===== config.mk =====
export PLATFORM = sky130hd
export DESIGN_NAME = trade_order_message_parser
export DESIGN_NICKNAME = d
export VERILOG_FILES = /design/src/hdl/trop_pkg.sv /design/src/hdl/trade_order_message_parser.sv /design/src/hdl/trop_front.sv /design/src/hdl/trop_fifo.sv /design/src/hdl/trop_back.sv
export VERILOG_INCLUDE_DIRS = /design/src /design/src/hdl
export SDC_FILE = /design/constraint.sdc
export NUM_CORES = 1
export LEC_CHECK = 0
export BUFFER_PORTS_ARGS = -buffer_cell sky130_fd_sc_hd__buf_2
export CORE_UTILIZATION = 50
export CTS_BUF_LIST = sky130_fd_sc_hd__clkbuf_2 sky130_fd_sc_hd__clkbuf_4 sky130_fd_sc_hd__clkbuf_8
export CTS_CLUSTER_SIZE = 16
export DETAILED_ROUTE_END_ITERATION = 6
export GPL_TIMING_DRIVEN = 0
export PLACE_DENSITY = 0.79
export SYNTH_ARGS = -nofsm -noshare
export SYNTH_HDL_FRONTEND = slang
export SYNTH_SLANG_ARGS = --single-unit

===== constraint.sdc =====
create_clock -name aclk -period 10.21 [get_ports aclk]
set_clock_uncertainty 0.15 [all_clocks]
set_input_delay 1.021 -clock aclk [delete_from_list [all_inputs] [get_ports aclk]]
set_output_delay 1.021 -clock aclk [all_outputs]
set_load 0.03 [all_outputs]

===== src/hdl/trade_order_message_parser_macros.svh =====
// assertion macros for the trade order message parser
// no dependencies; included by modules that carry concurrent checks
`ifndef TRADE_ORDER_MESSAGE_PARSER_MACROS_SVH
`define TRADE_ORDER_MESSAGE_PARSER_MACROS_SVH

`ifndef SYNTHESIS

// same-cycle implication, disabled in reset
`define TROP_ASSERT_IMPL(label, clk, rstn, ante, cons) \
    label: assert property (@(posedge clk) disable iff (!(rstn)) (ante) |-> (cons)) \
        else $error("trop check failed");

// next-cycle implication, disabled in reset
`define TROP_ASSERT_NEXT(label, clk, rstn, ante, cons) \
    label: assert property (@(posedge clk) disable iff (!(rstn)) (ante) |=> (cons)) \
        else $error("trop check failed");

`else

`define TROP_ASSERT_IMPL(label, clk, rstn, ante, cons)
`define TROP_ASSERT_NEXT(label, clk, rstn, ante, cons)

`endif

`endif


===== src/hdl/trop_pkg.sv =====
// shared types and constants of the trade order message parser
// no dependencies; imported by every module of the block
`timescale 1ns / 1ps
`default_nettype none

package trop_pkg;

    // message characters
    localparam logic [7:0] CHAR_T    = 8'h54;
    localparam logic [7:0] CHAR_B    = 8'h42;
    localparam logic [7:0] CHAR_DOT  = 8'h2E;
    localparam logic [7:0] CHAR_ZERO = 8'h30;
    localparam logic [7:0] CHAR_M    = 8'h4D;
    localparam logic [7:0] CHAR_L    = 8'h4C;
    localparam logic [7:0] CHAR_LS   = 8'h73;
    localparam logic [7:0] CHAR_US   = 8'h53;

    // order kinds
    localparam logic [1:0] KIND_MARKET     = 2'd0;
    localparam logic [1:0] KIND_LIMIT      = 2'd1;
    localparam logic [1:0] KIND_STOP_LOSS  = 2'd2;
    localparam logic [1:0] KIND_STOP_LIMIT = 2'd3;

    // result status codes
    localparam logic [2:0] ST_OK           = 3'd0;
    localparam logic [2:0] ST_NOT_TRADE    = 3'd1;
    localparam logic [2:0] ST_UNKNOWN_KIND = 3'd2;
    localparam logic [2:0] ST_TICKER_LONG  = 3'd3;
    localparam logic [2:0] ST_TRUNCATED    = 3'd4;

    // bus widths
    localparam int S_TDATA_W = 24;
    localparam int M_TDATA_W = 216;
    localparam int M_TUSER_W = 3;

    // queue between front and back
    localparam int QUEUE_DEPTH = 4;
    localparam int QUEUE_AW    = 2;

    // one classified byte
    typedef struct packed {
        logic [7:0]  data;
        logic [15:0] agent;
        logic        last;
        logic        is_t;
        logic        is_b;
        logic        is_dot;
        logic        kind_ok;
        logic [1:0]  kind;
    } trop_class_t;

endpackage

`default_nettype wire


===== src/hdl/trade_order_message_parser.sv =====
// top level of the trade order message parser: front, queue and back
// depends on trop_pkg, trop_front, trop_fifo, trop_back
// result path: the last byte of a message is written into the queue, then popped by the back into the result register
// throughput: one byte per cycle while the queue is not full; the back parses one queued byte each cycle
// a last byte waits in the queue only while the previous result is not yet taken
// reset: synchronous, active low; clears queue pointers, parse state, counter and m_tvalid
`timescale 1ns / 1ps
`default_nettype none

module trade_order_message_parser
    import trop_pkg::*;
#(
    parameter int MAX_TICKER_CHARS = 8,
    parameter int NUMBER_WIDTH     = 32
) (
    input  wire logic                 aclk,
    input  wire logic                 aresetn,
    // byte stream in
    input  wire logic                 s_tvalid,
    output logic                      s_tready,
    input  wire logic [S_TDATA_W-1:0] s_tdata,   // byte_in [7:0], agent_id [23:8]
    input  wire logic                 s_tlast,   // last_byte
    // order results out
    output logic                      m_tvalid,
    input  wire logic                 m_tready,
    // order_number [31:0], agent_out [47:32], order_kind [49:48], is_buy [50],
    // all_or_none [51], immediate_or_cancel [52], ticker_chars [116:53],
    // quantity [148:117], price_first [180:149], price_second [212:181], zero pad
    output logic [M_TDATA_W-1:0]      m_tdata,
    output logic [M_TUSER_W-1:0]      m_tuser    // status [2:0]
);

    // front to queue
    trop_class_t front_cls;
    logic        push;
    logic        queue_full;

    // queue to back
    trop_class_t head_cls;
    logic        queue_empty;
    logic        pop;

    // byte decode, ready follows queue space only
    trop_front u_front (
        .s_tvalid   (s_tvalid),
        .s_tready   (s_tready),
        .s_tdata    (s_tdata),
        .s_tlast    (s_tlast),
        .queue_full (queue_full),
        .push       (push),
        .cls        (front_cls)
    );

    // decouples input acceptance from a stalled result
    trop_fifo u_fifo (
        .aclk    (aclk),
        .aresetn (aresetn),
        .push    (push),
        .wr_data (front_cls),
        .pop     (pop),
        .rd_data (head_cls),
        .full    (queue_full),
        .empty   (queue_empty)
    );

    // parse state, accumulators, order counter and result register
    trop_back #(
        .MAX_TICKER_CHARS (MAX_TICKER_CHARS),
        .NUMBER_WIDTH     (NUMBER_WIDTH)
    ) u_back (
        .aclk     (aclk),
        .aresetn  (aresetn),
        .cls      (head_cls),
        .empty    (queue_empty),
        .pop      (pop),
        .m_tvalid (m_tvalid),
        .m_tready (m_tready),
        .m_tdata  (m_tdata),
        .m_tuser  (m_tuser)
    );

endmodule

`default_nettype wire


===== src/hdl/trop_front.sv =====
// front: takes input transactions and classifies each message byte
// depends on trop_pkg
`timescale 1ns / 1ps
`default_nettype none

module trop_front
    import trop_pkg::*;
(
    input  wire logic                 s_tvalid,
    output logic                      s_tready,
    input  wire logic [S_TDATA_W-1:0] s_tdata,   // byte_in, agent_id
    input  wire logic                 s_tlast,
    input  wire logic                 queue_full,
    output logic                      push,
    output trop_class_t               cls
);

    logic [7:0] b;

    assign b        = s_tdata[7:0];
    assign s_tready = !queue_full;
    assign push     = s_tvalid && !queue_full;

    always_comb begin
        cls         = '0;
        cls.data    = b;
        cls.agent   = s_tdata[23:8];
        cls.last    = s_tlast;
        cls.is_t    = (b == CHAR_T);
        cls.is_b    = (b == CHAR_B);
        cls.is_dot  = (b == CHAR_DOT);
        cls.kind_ok = 1'b1;
        unique case (b)
            CHAR_M:  cls.kind = KIND_MARKET;
            CHAR_L:  cls.kind = KIND_LIMIT;
            CHAR_LS: cls.kind = KIND_STOP_LOSS;
            CHAR_US: cls.kind = KIND_STOP_LIMIT;
            default: begin
                cls.kind    = KIND_MARKET;
                cls.kind_ok = 1'b0;
            end
        endcase
    end

endmodule

`default_nettype wire


===== src/hdl/trop_fifo.sv =====
// short queue of classified bytes between front and back
// depends on trop_pkg
`timescale 1ns / 1ps
`default_nettype none

module trop_fifo
    import trop_pkg::*;
(
    input  wire logic        aclk,
    input  wire logic        aresetn,
    input  wire logic        push,
    input  wire trop_class_t wr_data,
    input  wire logic        pop,
    output trop_class_t      rd_data,
    output logic             full,
    output logic             empty
);

    trop_class_t               mem_reg [QUEUE_DEPTH];
    logic [QUEUE_AW-1:0]       wr_ptr_reg;
    logic [QUEUE_AW-1:0]       rd_ptr_reg;
    logic [QUEUE_AW:0]         count_reg;
    logic                      do_push;
    logic                      do_pop;

    assign full    = (count_reg == (QUEUE_AW + 1)'(QUEUE_DEPTH));
    assign empty   = (count_reg == '0);
    assign do_push = push && !full;
    assign do_pop  = pop && !empty;
    assign rd_data = mem_reg[rd_ptr_reg];

    always_ff @(posedge aclk) begin
        if (do_push) begin
            mem_reg[wr_ptr_reg] <= wr_data;
        end
    end

    always_ff @(posedge aclk) begin
        if (!aresetn) begin
            wr_ptr_reg <= '0;
            rd_ptr_reg <= '0;
            count_reg  <= '0;
        end else begin
            if (do_push) begin
                wr_ptr_reg <= wr_ptr_reg + 1'b1;
            end
            if (do_pop) begin
                rd_ptr_reg <= rd_ptr_reg + 1'b1;
            end
            if (do_push && !do_pop) begin
                count_reg <= count_reg + 1'b1;
            end else if (do_pop && !do_push) begin
                count_reg <= count_reg - 1'b1;
            end
        end
    end

endmodule

`default_nettype wire


===== src/hdl/trop_back.sv =====
// back: message parse state, number accumulation and the result register
// depends on trop_pkg and trade_order_message_parser_macros.svh
`timescale 1ns / 1ps
`default_nettype none
`include "trade_order_message_parser_macros.svh"

module trop_back
    import trop_pkg::*;
#(
    parameter int MAX_TICKER_CHARS = 8,
    parameter int NUMBER_WIDTH     = 32
) (
    input  wire logic                 aclk,
    input  wire logic                 aresetn,
    input  wire trop_class_t          cls,
    input  wire logic                 empty,
    output logic                      pop,
    output logic                      m_tvalid,
    input  wire logic                 m_tready,
    output logic [M_TDATA_W-1:0]      m_tdata,
    output logic [M_TUSER_W-1:0]      m_tuser
);

    localparam logic [3:0] TICK_LIMIT = 4'(MAX_TICKER_CHARS);

    // header byte positions
    localparam logic [2:0] POS_TRADE = 3'd0;
    localparam logic [2:0] POS_KIND  = 3'd1;
    localparam logic [2:0] POS_DIR   = 3'd2;
    localparam logic [2:0] POS_AON   = 3'd3;
    localparam logic [2:0] POS_IOC   = 3'd4;
    localparam logic [2:0] POS_BODY  = 3'd5;

    // body phases
    localparam logic [1:0] PH_TICKER = 2'd0;
    localparam logic [1:0] PH_NUM1   = 2'd1;

    typedef logic [NUMBER_WIDTH-1:0] num_t;

    function automatic logic [1:0] nums_for_kind(input logic [1:0] k);
        logic [1:0] n;
        n = 2'd2;
        if (k == KIND_MARKET) n = 2'd1;
        if (k == KIND_STOP_LIMIT) n = 2'd3;
        return n;
    endfunction

    function automatic logic [31:0] to_u32(input num_t v);
        logic [63:0] wide;
        wide = 64'(v);
        return wide[31:0];
    endfunction

    logic [2:0]  pos_reg,    pos_next;
    logic [1:0]  phase_reg,  phase_next;
    logic [63:0] tick_reg,   tick_next;
    logic [3:0]  len_reg,    len_next;
    num_t        acc_reg [3];
    num_t        acc_next [3];
    logic [15:0] agent_reg,  agent_next;
    logic [1:0]  kind_reg,   kind_next;
    logic        buy_reg,    buy_next;
    logic        aon_reg,    aon_next;
    logic        ioc_reg,    ioc_next;
    logic        known_reg,  known_next;
    logic [2:0]  err_reg,    err_next;
    logic [31:0] counter_reg, counter_next;
    logic        m_valid_reg, m_valid_next;
    logic [M_TDATA_W-1:0] m_data_reg;
    logic [M_TUSER_W-1:0] m_user_reg;

    logic [1:0]  idx;
    logic [1:0]  count_now;
    logic [2:0]  status;
    logic [31:0] number;
    logic [M_TDATA_W-1:0] out_data;

    // a last byte waits while the result register is still held
    assign pop      = !empty && (!cls.last || !m_valid_reg || m_tready);
    assign idx      = phase_reg - 2'd1;
    assign count_now = nums_for_kind(kind_reg);

    always_comb begin
        pos_next   = pos_reg;
        phase_next = phase_reg;
        tick_next  = tick_reg;
        len_next   = len_reg;
        acc_next   = acc_reg;
        agent_next = agent_reg;
        kind_next  = kind_reg;
        buy_next   = buy_reg;
        aon_next   = aon_reg;
        ioc_next   = ioc_reg;
        known_next = known_reg;
        err_next   = err_reg;

        if (pos_reg == POS_TRADE) begin
            agent_next = cls.agent;
        end

        if (err_reg == ST_OK) begin
            unique case (pos_reg)
                POS_TRADE: begin
                    if (!cls.is_t) err_next = ST_NOT_TRADE;
                end
                POS_KIND: begin
                    if (cls.kind_ok) begin
                        kind_next  = cls.kind;
                        known_next = 1'b1;
                    end else begin
                        err_next = ST_UNKNOWN_KIND;
                    end
                end
                POS_DIR: buy_next = cls.is_b;
                POS_AON: aon_next = cls.is_t;
                POS_IOC: ioc_next = cls.is_t;
                default: begin
                    if (phase_reg == PH_TICKER) begin
                        if (cls.is_dot) begin
                            phase_next = PH_NUM1;
                        end else if (len_reg >= TICK_LIMIT) begin
                            err_next = ST_TICKER_LONG;
                        end else begin
                            tick_next[{3'd7 - len_reg[2:0], 3'b000} +: 8] = cls.data;
                            len_next = len_reg + 4'd1;
                        end
                    end else if (phase_reg < count_now && cls.is_dot) begin
                        phase_next = phase_reg + 2'd1;
                    end else begin
                        // times ten as two shifts, then the digit offset
                        acc_next[idx] = (acc_reg[idx] << 3) + (acc_reg[idx] << 1)
                                      + NUMBER_WIDTH'(cls.data)
                                      - NUMBER_WIDTH'(CHAR_ZERO);
                    end
                end
            endcase
            if (pos_reg < POS_BODY) pos_next = pos_reg + 3'd1;
        end
    end

    always_comb begin
        if (err_next != ST_OK) begin
            status = err_next;
        end else if (pos_next == POS_BODY && known_next
                     && phase_next == nums_for_kind(kind_next)) begin
            status = ST_OK;
        end else begin
            status = ST_TRUNCATED;
        end
        number       = known_next ? counter_reg : 32'd0;
        counter_next = known_next ? counter_reg + 32'd1 : counter_reg;
        out_data = {3'b000, to_u32(acc_next[2]), to_u32(acc_next[1]),
                    to_u32(acc_next[0]), tick_next, ioc_next, aon_next,
                    buy_next, kind_next, agent_next, number};
        if (pop && cls.last) begin
            m_valid_next = 1'b1;
        end else if (m_tready) begin
            m_valid_next = 1'b0;
        end else begin
            m_valid_next = m_valid_reg;
        end
    end

    always_ff @(posedge aclk) begin
        if (!aresetn) begin
            pos_reg     <= POS_TRADE;
            phase_reg   <= PH_TICKER;
            tick_reg    <= '0;
            len_reg     <= '0;
            acc_reg     <= '{default: '0};
            agent_reg   <= '0;
            kind_reg    <= KIND_MARKET;
            buy_reg     <= 1'b0;
            aon_reg     <= 1'b0;
            ioc_reg     <= 1'b0;
            known_reg   <= 1'b0;
            err_reg     <= ST_OK;
            counter_reg <= '0;
            m_valid_reg <= 1'b0;
        end else begin
            m_valid_reg <= m_valid_next;
            if (pop && cls.last) begin
                pos_reg     <= POS_TRADE;
                phase_reg   <= PH_TICKER;
                tick_reg    <= '0;
                len_reg     <= '0;
                acc_reg     <= '{default: '0};
                agent_reg   <= '0;
                kind_reg    <= KIND_MARKET;
                buy_reg     <= 1'b0;
                aon_reg     <= 1'b0;
                ioc_reg     <= 1'b0;
                known_reg   <= 1'b0;
                err_reg     <= ST_OK;
                counter_reg <= counter_next;
            end else if (pop) begin
                pos_reg     <= pos_next;
                phase_reg   <= phase_next;
                tick_reg    <= tick_next;
                len_reg     <= len_next;
                acc_reg     <= acc_next;
                agent_reg   <= agent_next;
                kind_reg    <= kind_next;
                buy_reg     <= buy_next;
                aon_reg     <= aon_next;
                ioc_reg     <= ioc_next;
                known_reg   <= known_next;
                err_reg     <= err_next;
            end
        end
    end

    always_ff @(posedge aclk) begin
        if (pop && cls.last) begin
            m_data_reg <= out_data;
            m_user_reg <= status;
        end
    end

    assign m_tvalid = m_valid_reg;
    assign m_tdata  = m_data_reg;
    assign m_tuser  = m_user_reg;

    `TROP_ASSERT_IMPL(a_phase_bound, aclk, aresetn, 1'b1, phase_reg <= count_now)
    `TROP_ASSERT_IMPL(a_ticker_bound, aclk, aresetn, 1'b1, len_reg <= TICK_LIMIT)
    `TROP_ASSERT_IMPL(a_header_first, aclk, aresetn, pos_reg < POS_BODY, phase_reg == PH_TICKER && len_reg == 4'd0)
    `TROP_ASSERT_NEXT(a_counter_step, aclk, aresetn, pop && cls.last && known_next, counter_reg == $past(counter_reg) + 32'd1)
    `TROP_ASSERT_NEXT(a_counter_hold, aclk, aresetn, !(pop && cls.last), counter_reg == $past(counter_reg))

endmodule

`default_nettype wire


Word level (Yosys, flattened, before mapping)

Memory sizes are Yosys's and may differ from the RTL's. A register that Yosys moved wholly into a read port is not among the register bits.
Index checks and enable logic that the tools add are counted.

Add/sub/neg operators: 14
$mul: 0
Div/mod/pow operators: 0
Magnitude comparators: 5
Eq/ne operators: 16
Shift-type cells: 2
Mux-type cells: 60
Bitwise operators: 5
Reduce and logical (&&, ||, !) cells: 34

Operator list:

| operator               | count |
|---|---|
| $mux 96                | 4 |
| $mux 64                | 5 |
| $bwmux 96              | 1 |
| $bmux 32 s2            | 1 |
| $bwmux 64              | 1 |
| $demux 32 s2           | 1 |
| $shift 8x8->64 const A | 1 |
| $shiftx 8x8->64        | 1 |
| $mux 31                | 2 |
| $eq 8x7->1 const B     | 6 |
| $mux 3                 | 12 |
| $add 32x1->32 const B  | 1 |
| $add 32x32->32         | 1 |
| $add 32x8->32          | 1 |
| $mux 32                | 1 |
| $sub 32x6->32 const B  | 1 |
| $mux 2                 | 15 |
| $mux 16                | 1 |
| $mux 1                 | 14 |
| $logic_and 1x1->1      | 11 |
| $eq 3x3->1 const B     | 3 |
| $logic_not 3->1        | 3 |
| $pmux 3 s3             | 1 |
| $eq 8x6->1 const B     | 1 |
| other kinds (30)       | 47 |

Register bits after elaboration: 450
Latch bits: 0
Memory bits (writable): 124
ROM bits: 0
Bits of input ports: 29
Output and inout port bits: 221
Word-level logic and storage cells: 159
Memories: 1

Memory list:

| name           | words | width | rd ports | clocked after memory_dff | write ports | RTL line        | source |
|---|---|---|---|---|---|---|---|
| u_fifo.mem_reg | 4     | 31    | 1        | 1                        | 1           | trop_fifo.sv:19 | `trop_class_t mem_reg [QUEUE_DEPTH];` |

Depth between registers and ports, before layout

Gate-level depths: netlist (run 1).

Depth after elaboration: 13
Mapped depth: 24
Gate-level depth less buffers: 17

Cells and area by module

From an unflattened synthesis (run 1), not the netlist that was laid out.

Cells, all modules: 2354
Area total of the unflattened synthesis: 26072.5 µm²

Modules (own cells, without submodules):

| module     | times used | cells each | area an instance (µm²) | sequential area each (µm²) |
|---|---|---|---|---|
| trop_back  | 1          | 2101       | 20807.5                | 11030.6 |
| trop_fifo  | 1          | 209        | 4959.8                 | 3903.7 |
| trop_front | 1          | 44         | 305.3                  | 0.0 |

Least setup slack after synthesis (run 1)

No wires, ideal clock.

Path kind: in2reg
Start point: input m_tready
End point: register u_back.counter_reg[29]
Library setup time: 0.119 ns
Arrival time: 7.526 ns
Data required time: 9.941 ns
Path slack: 2.415 ns
Cell stages on the path: 9
Path buffers: 1
Cells stage by stage: nand2b_1 > nand3_1 > inv_1 > nand3_1 > or2_2 > clkbuf_1 > nor2_1 > nand3_1 > mux2i_1

Word-level cells in the longest chain between the ends: 4

RTL lines:

| what                              | RTL line                         | source |
|---|---|---|
| start: declaration                | trade_order_message_parser.sv:25 | `input wire logic m_tready,` |
| $logic_or 1x1->1                  | trop_back.sv:79                  | `assign pop = !empty && (!cls.last \|\| !m_valid_reg \|\| m_tready);` |
| $logic_and 1x1->1                 | trop_back.sv:79                  |  |
| $logic_and 1x1->1                 | trop_back.sv:182                 | `if (pop && cls.last) begin` |
| $reduce_and 2->1 (no source line) | --                               |  |
| end signal: assignment            | trop_back.sv:195                 | `counter_reg <= counter_next;` |
| end: declaration                  | trop_back.sv:67                  | `logic [31:0] counter_reg, counter_next;` |

No other way between the ends.
A chain may end at the register's enable or synchronous reset.

==> results of run 1 <==
worst paths after layout:
kind / cells past startpoint / startpoint / to / slack (ps)
max: 22 / u_back.phase_reg[0] / u_back.m_tdata[143] / 860
min: 2 / u_back.tick_reg[26] / u_back.tick_reg[26] / 300
max reg2reg: 22 / u_back.phase_reg[0] / u_back.m_tdata[143] / 860
min reg2reg: 2 / u_back.tick_reg[26] / u_back.tick_reg[26] / 300
cells in the final DEF, fill, tap and decap left out, types with 15 or more instances in the layout:
master / n
ha_1: 105
nand2_1: 436
clkbuf_1: 110
nor3_1: 55
clkbuf_8: 102
xor2_1: 26
xnor2_1: 28
buf_2: 254
nor2_1: 173
dfxtp_1: 236
nor2b_1: 18
mux2i_1: 53
nand2b_1: 18
edfxtp_1: 340
and2_1: 54
nand3_1: 70
o31ai_1: 36
o21ai_0: 155
nand4_1: 15
and3_1: 22
inv_1: 91
a21oi_1: 148
mux2_2: 40
buf_1: 19
o22ai_1: 20
clkinv_2: 19
mux4_2: 31
clkbuf_4: 31
per-stage QoR:
| stage | cells | TNS, ps | setup slack (ps) | instance area [um^2] |
|---|---|---|---|---|
| after detailed placement | 3400 | 0 | 1220 | 28400 |
| final | 3576 | 0 | 856 | 30400 |
| after global routing | 3573 | 0 | 826 | 30400 |
| after global placement | 3399 | -2350 | -364 | 28400 |
| after CTS | 3571 | 0 | 1160 | 30400 |
| after floorplan | 2473 | 0 | 2420 | 26300 |
metal layers:
metal / up-vias / global-route usage [%]
li1: 9484 / -
met1: 9913 / 34.0
met2: 1029 / 44.4
met3: 222 / 5.82
met4: 8 / 14.2
met5: - / 0
synthesized netlist by cell type, types with 4 or more instances:
library cell / count
nand2_1: 436
edfxtp_1: 340
dfxtp_1: 236
nor2_1: 173
o21ai_0: 155
a21oi_1: 148
clkbuf_1: 110
ha_1: 105
inv_1: 92
nand3_1: 70
nor3_1: 55
and2_1: 54
mux2i_1: 53
mux2_2: 40
o31ai_1: 36
mux4_2: 31
xnor2_1: 28
and3_1: 26
xor2_1: 26
o22ai_1: 20
buf_1: 19
nand2b_1: 18
nor2b_1: 18
nand4_1: 15
a211oi_1: 12
a21boi_0: 10
or3_1: 10
a22o_1: 9
buf_2: 8
nor4_1: 8
o21a_1: 8
a31oi_1: 7
fa_1: 7
a21o_1: 6
and4_1: 6
buf_4: 5
a22oi_1: 4
o41ai_1: 4
cell type report:
type / count / area (um^2) / area share [%]
plain buffers: 142 / 562 / 1.85
repair buffers: 247 / 1260 / 4.14
clock inverters: 38 / 319 / 1.05
well taps: 680 / 851 / 2.80
clock buffers: 133 / 1640 / 5.38
diodes: 5 / 12.5 / 0.0412
inverters: 92 / 353 / 1.16
multi-input cells: 1663 / 10500 / 34.4
flip-flops and latches: 576 / 14900 / 49.1
power by group through the flow:
stage	clock network (mW)	logic, mW	registers (mW)
5_1_grt	2.20	2.89	3.20
3_5_place_dp	0	2.70	3.20
6_report	2.07	2.73	3.16
2_1_floorplan	0	1.18	3.89
3_3_place_gp	0	2.62	3.29
4_1_cts	2.10	2.72	3.16
critical path: stages, from the launching register on:
cell      delay, ps
dfxtp_1         340
clkbuf_1        250
inv_1           130
clkbuf_1        650
clkbuf_1        820
ha_1            270
clkbuf_1        260
buf_1           900
buf_1           980
mux2i_1         300
nor2_1           60
a21oi_1         320
ha_1            320
fa_1            480
inv_1            40
ha_1            330
nand2_1         110
or3b_2          490
a21oi_1         170
o21a_1          380
nor4_1          110
nor4_1          970
mux2_2          330
cell families after synthesis:
| kind of cell | count (synthesis) | share of synthesized area (%) |
|---|---|---|
| AOI/OAI and AO/OA | 452 | 10.2 |
| buffers and inverters | 234 | 3.45 |
| other | 1 | 0.0143 |
| and+or+nand+nor | 918 | 15.9 |
| muxes | 124 | 6.39 |
| adders and majority gates | 112 | 5.53 |
| xor gates and xnor gates | 54 | 1.80 |
| DFF | 576 | 56.8 |
==> impl_metrics.py, run 1 <==
metrics = {
    "run_status": {
        "outcome": "finished, violations left",
        "violations": "DRC",
    },
    "power": {
        "power_frac_comb_pct": 34.3,
        "power_density_nw_per_um2": 262,
        "total_power_mw": 7.95,
        "clkPwrFrac_pct": 26.0,
        "p_int_mw": 4.85,
        "power.switching_mw": 3.11,
        "swShare_pct": 39.1,
        "leakage_nw": 11.6,
        "seq_power_share_pct": 39.7,
        "ir_worst_vdd_v": 0.000229,
    },
    "logic_synthesis": {
        "yosys_warnings": 0,
        "syn_area_um2": 26300,
        "synth_edf_count": 340,
        "yosysTopAreaCell": "edfxtp_1",
        "synth_cell_types": 74,
        "yosysSeqAreaShare_pct": 56.8,
        "synth-seq-cells": 576,
        "ys.flop_type": "edfxtp_1",
        "syn_area_per_cell_um2": 10.6,
        "synth_area_leaders": "edfxtp_1 39%, dfxtp_1 18%, nand2_1 6.2%",
        "async_flop_share_pct": 0,
        "postSynthCellCount": 2471,
        "synth.top_cell.area_share_pct": 38.8,
    },
    "sta": {
        "relSlewSlack_pct": 16.3,
        "fin_crit_ps": 9350,
        "max_freq_mhz": 107,
        "timing.final.crit_share_pct": 91.6,
        "report.final.slew_viol_count": 0,
        "grt_setup_unrepaired": "no",
        "final_hold_viol_count": 0,
        "hold_slack_ps": 305,
        "finalSetupViolCount": 0,
        "worst_slew_pin_slew_ps": 1260,
    },
    "critical_path": {
        "end_kind": "flop",
        "critPathKind": "reg -> reg",
        "cp_max_fo": 11,
        "start_kind": "flop",
        "arrival_ps": 9740,
        "crit_required_ps": 10600,
    },
    "floorplanning": {
        "die_x_um": 231,
        "boundaryPins": 250,
        "die_h_um": 231,
        "dieArea_um2": 53500,
        "initial_core_util_pct": 50.9,
        "core-area_um2": 51600,
        "placementRows": 83,
    },
    "clocking": {
        "post_cts_buffers": 0,
        "clkLatencyLatePin_ps": 710,
        "cts_buffers": 91,
        "path_clk_slew_ps": 70,
        "cts-resized-gates": 0,
        "cts_tree": "yes",
        "clk_path_buf_depth": 3,
        "cts_root_buf": "clkbuf_8",
        "clkSinkCount": 576,
        "postCtsHoldBufs": 0,
        "htree_levels": 3,
    },
    "detailed_routing": {
        "wl_mm": 73.7,
        "topRoutingLayerUsed": "met5",
        "wl_per_cell_um": 20.6,
        "drtPass1Iterations": 7,
        "wl_met1_mm": 29.3,
        "wl_met3_mm": 6.31,
        "ant_nets": 0,
        "drt-initial-drc-count": 1941,
        "via_per_inst": 5.78,
        "drc": 2,
        "vias": 20700,
        "met2_length_mm": 34.7,
    },
    "grt": {
        "grt_pass1_wl_mm": 112,
        "track_usage_pct": 27.2,
        "grt_pass1_vias": 20200,
        "grt-ovfl-total": 0,
        "antenna_found_initial": 10,
        "grt_max_degree": 130,
    },
    "finish": {
        "fillers": 4247,
        "final_core_util_pct": 58.9,
        "area_growth_pct": 15.6,
        "largest_register_ff_count": 213,
        "num-nets-final": 2954,
        "drive_gt1_share_pct": 17.8,
    },
    "place": {
        "globalplace.congestion": 0.978,
        "dp_hpwl_mm": 52.5,
        "port_buffers": 246,
    },
    "min_path": {
        "hp-class": "reg -> reg",
    },
    "run": {
        "drv_cap": 0,
    },
}
Power figures use the tool's default switching activity.
==> run 2: changes to the inputs <==
==> constraint.sdc (replaced) <==
create_clock -name aclk -period 10.21 [get_ports aclk]
set_clock_uncertainty 0.15 [all_clocks]
set_input_delay 0.5105 -clock aclk [delete_from_list [all_inputs] [get_ports aclk]]
set_output_delay 0.5105 -clock aclk [all_outputs]
set_load 0.03 [all_outputs]
==> impl_metrics.py, run 2 (synthesized netlist as in run 1, its figures left out) <==
metrics = {
    "run_status": {
        "outcome": "finished, final reports clean",
    },
    "sta": {
        "finalSetupViolCount": 0,
        "grt_setup_unrepaired": "no",
        "timing.final.crit_share_pct": 91.1,
        "relSlewSlack_pct": 14.1,
        "finalWorstSetupSlack_ps": 907,
        "setup_tns_ps": 0,
        "worst_slew_pin_slew_ps": 1290,
        "final_hold_viol_count": 0,
        "max_freq_mhz": 107,
        "report.final.slew_viol_count": 0,
        "fin_crit_ps": 9300,
    },
    "clocking": {
        "cts-resized-gates": 0,
        "postCtsHoldBufs": 27,
        "cts_root_buf": "clkbuf_8",
        "clkSinkCount": 576,
        "htree_levels": 3,
        "cts_tree": "yes",
        "path_clk_slew_ps": 70,
        "post_cts_buffers": 0,
        "clk_path_buf_depth": 3,
        "clkLatencyLatePin_ps": 720,
        "cts_buffers": 91,
    },
    "detailed_routing": {
        "vias": 20900,
        "wl_mm": 74.5,
        "via_per_inst": 5.79,
        "drt-initial-drc-count": 1938,
        "drc": 0,
        "drtPass1Iterations": 6,
        "ant_nets": 0,
        "wl_per_cell_um": 20.7,
    },
    "floorplanning": {
        "die_x_um": 231,
        "initial_core_util_pct": 50.9,
        "placementRows": 83,
        "die_h_um": 231,
        "dieArea_um2": 53500,
        "boundaryPins": 250,
        "core-area_um2": 51600,
    },
    "grt": {
        "grt_max_degree": 130,
        "grt_pass1_vias": 20500,
        "grt_pass1_wl_mm": 113,
        "grt-ovfl-total": 0,
        "antenna_found_initial": 3,
        "track_usage_pct": 27.5,
    },
    "finish": {
        "area_growth_pct": 16.6,
        "fillers": 4213,
        "largest_register_ff_count": 213,
        "num-nets-final": 2981,
        "final_common_cell": "nand2_1",
        "final_cell_mix": "436 x nand2_1, 340 x edfxtp_1, 254 x buf_2",
        "drive_gt1_share_pct": 17.6,
    },
    "place": {
        "globalplace.congestion": 0.978,
        "port_buffers": 246,
        "pre_cts_slack_ps": 1220,
        "dp_hpwl_mm": 52.5,
    },
    "critical_path": {
        "crit_chain": "clkbuf_1 -> inv_1 -> clkbuf_1 -> clkbuf_1 -> ha_1 -> clkbuf_1 -> buf_1 -> buf_1 -> mux2i_1 -> nor2_1 -> a21oi_1 -> ha_1 -> fa_1 -> inv_1 -> ha_1 -> nand2_1 -> or3b_2 -> a21oi_1 -> o21a_1 -> nor4_1 -> nor4_1 -> mux2_2",
        "arrival_ps": 9700,
        "cp_max_fo": 11,
        "end_kind": "flop",
        "worst-path-buf-inv": 8,
        "timing.rr.start": "u_back.phase_reg[0]",
        "reg2reg_slack_ps": 910,
        "start_kind": "flop",
        "crit_required_ps": 10610,
        "cp-startpoint": "u_back.phase_reg[0]",
        "cpMostUsedCell": "clkbuf_1",
        "r2r_cells": 22,
        "max_stage_delay_ps": 960,
        "cp_top_family": "buffers and inverters",
        "critPathKind": "reg -> reg",
        "r2r-end": "u_back.m_tdata[143]",
        "crit_path_top_delay_cell": "buf_1",
    },
    "power": {
        "swShare_pct": 39.2,
        "p_int_mw": 4.85,
        "leakage_nw": 11.7,
        "ir_worst_vdd_v": 0.000206,
        "power_frac_comb_pct": 34.4,
        "seq_power_share_pct": 39.6,
        "power.switching_mw": 3.13,
        "power_density_nw_per_um2": 260,
        "clkPwrFrac_pct": 26.0,
    },
    "min_path": {
        "hp-class": "reg -> reg",
        "whs_endpoint": "u_back.tick_reg[26]",
        "hold_start": "u_back.tick_reg[26]",
        "holdPathStages": 2,
    },
    "run": {
        "drv_cap": 0,
    },
}
-- run 2: how the worst max path moves through the flow --
stage                              to  cells after the start
2_1_floorplan  u_back.counter_reg[29]                     10
3_3_place_gp   u_back.counter_reg[27]                     10
3_5_place_dp      u_back.m_tdata[143]                     22
4_1_cts           u_back.m_tdata[143]                     22
5_1_grt           u_back.m_tdata[143]                     22
6_report          u_back.m_tdata[143]                     22
-- run 2: worst register-to-register path: stages, from the launching register on --
cell,delay (ps)
dfxtp_1,340
clkbuf_1,250
inv_1,130
clkbuf_1,640
clkbuf_1,800
ha_1,270
clkbuf_1,250
buf_1,900
buf_1,960
mux2i_1,310
nor2_1,60
a21oi_1,340
ha_1,320
fa_1,480
inv_1,40
ha_1,330
nand2_1,110
or3b_2,490
a21oi_1,170
o21a_1,380
nor4_1,110
nor4_1,950
mux2_2,330
-- run 2: metal layers --
metal,wire length (um),track usage (%),up-vias
met5,23,0,-
met4,3100,13.7,4
met3,6290,5.61,200
met2,35700,45.3,1041
met1,29400,34.3,10100
li1,-,-,9549
-- run 2: power groups by stage --
stage	registers [mW]	logic, mW	clock network (mW)
4_1_cts	3.16	2.72	2.10
3_5_place_dp	3.20	2.70	0
2_1_floorplan	3.89	1.18	0
3_3_place_gp	3.29	2.62	0
5_1_grt	3.20	2.90	2.20
6_report	3.16	2.75	2.07
-- run 2: cell type report --
type / count / area, um^2 / area share [%]
multi-input cells: 1663 / 10500 / 34.1
diodes: 2 / 5.00 / 0.0163
clock buffers: 133 / 1640 / 5.34
plain buffers: 142 / 562 / 1.83
repair buffers: 274 / 1530 / 4.99
well taps: 680 / 851 / 2.78
flip-flops and latches: 576 / 14900 / 48.7
inverters: 92 / 353 / 1.15
clock inverters: 38 / 319 / 1.04
-- run 2: stage by stage --
stage	hold WS (ps)	instance area [um^2]	instances	total power [mW]	util (%)
4_1_cts	270	30700	3598	7.99	59.4
5_1_grt	322	30700	3598	8.30	59.4
3_3_place_gp	292	28400	3399	5.91	55.0
6_report	306	30700	3600	7.98	59.4
2_1_floorplan	283	26300	2473	5.07	-
3_5_place_dp	299	28400	3400	5.90	55.1
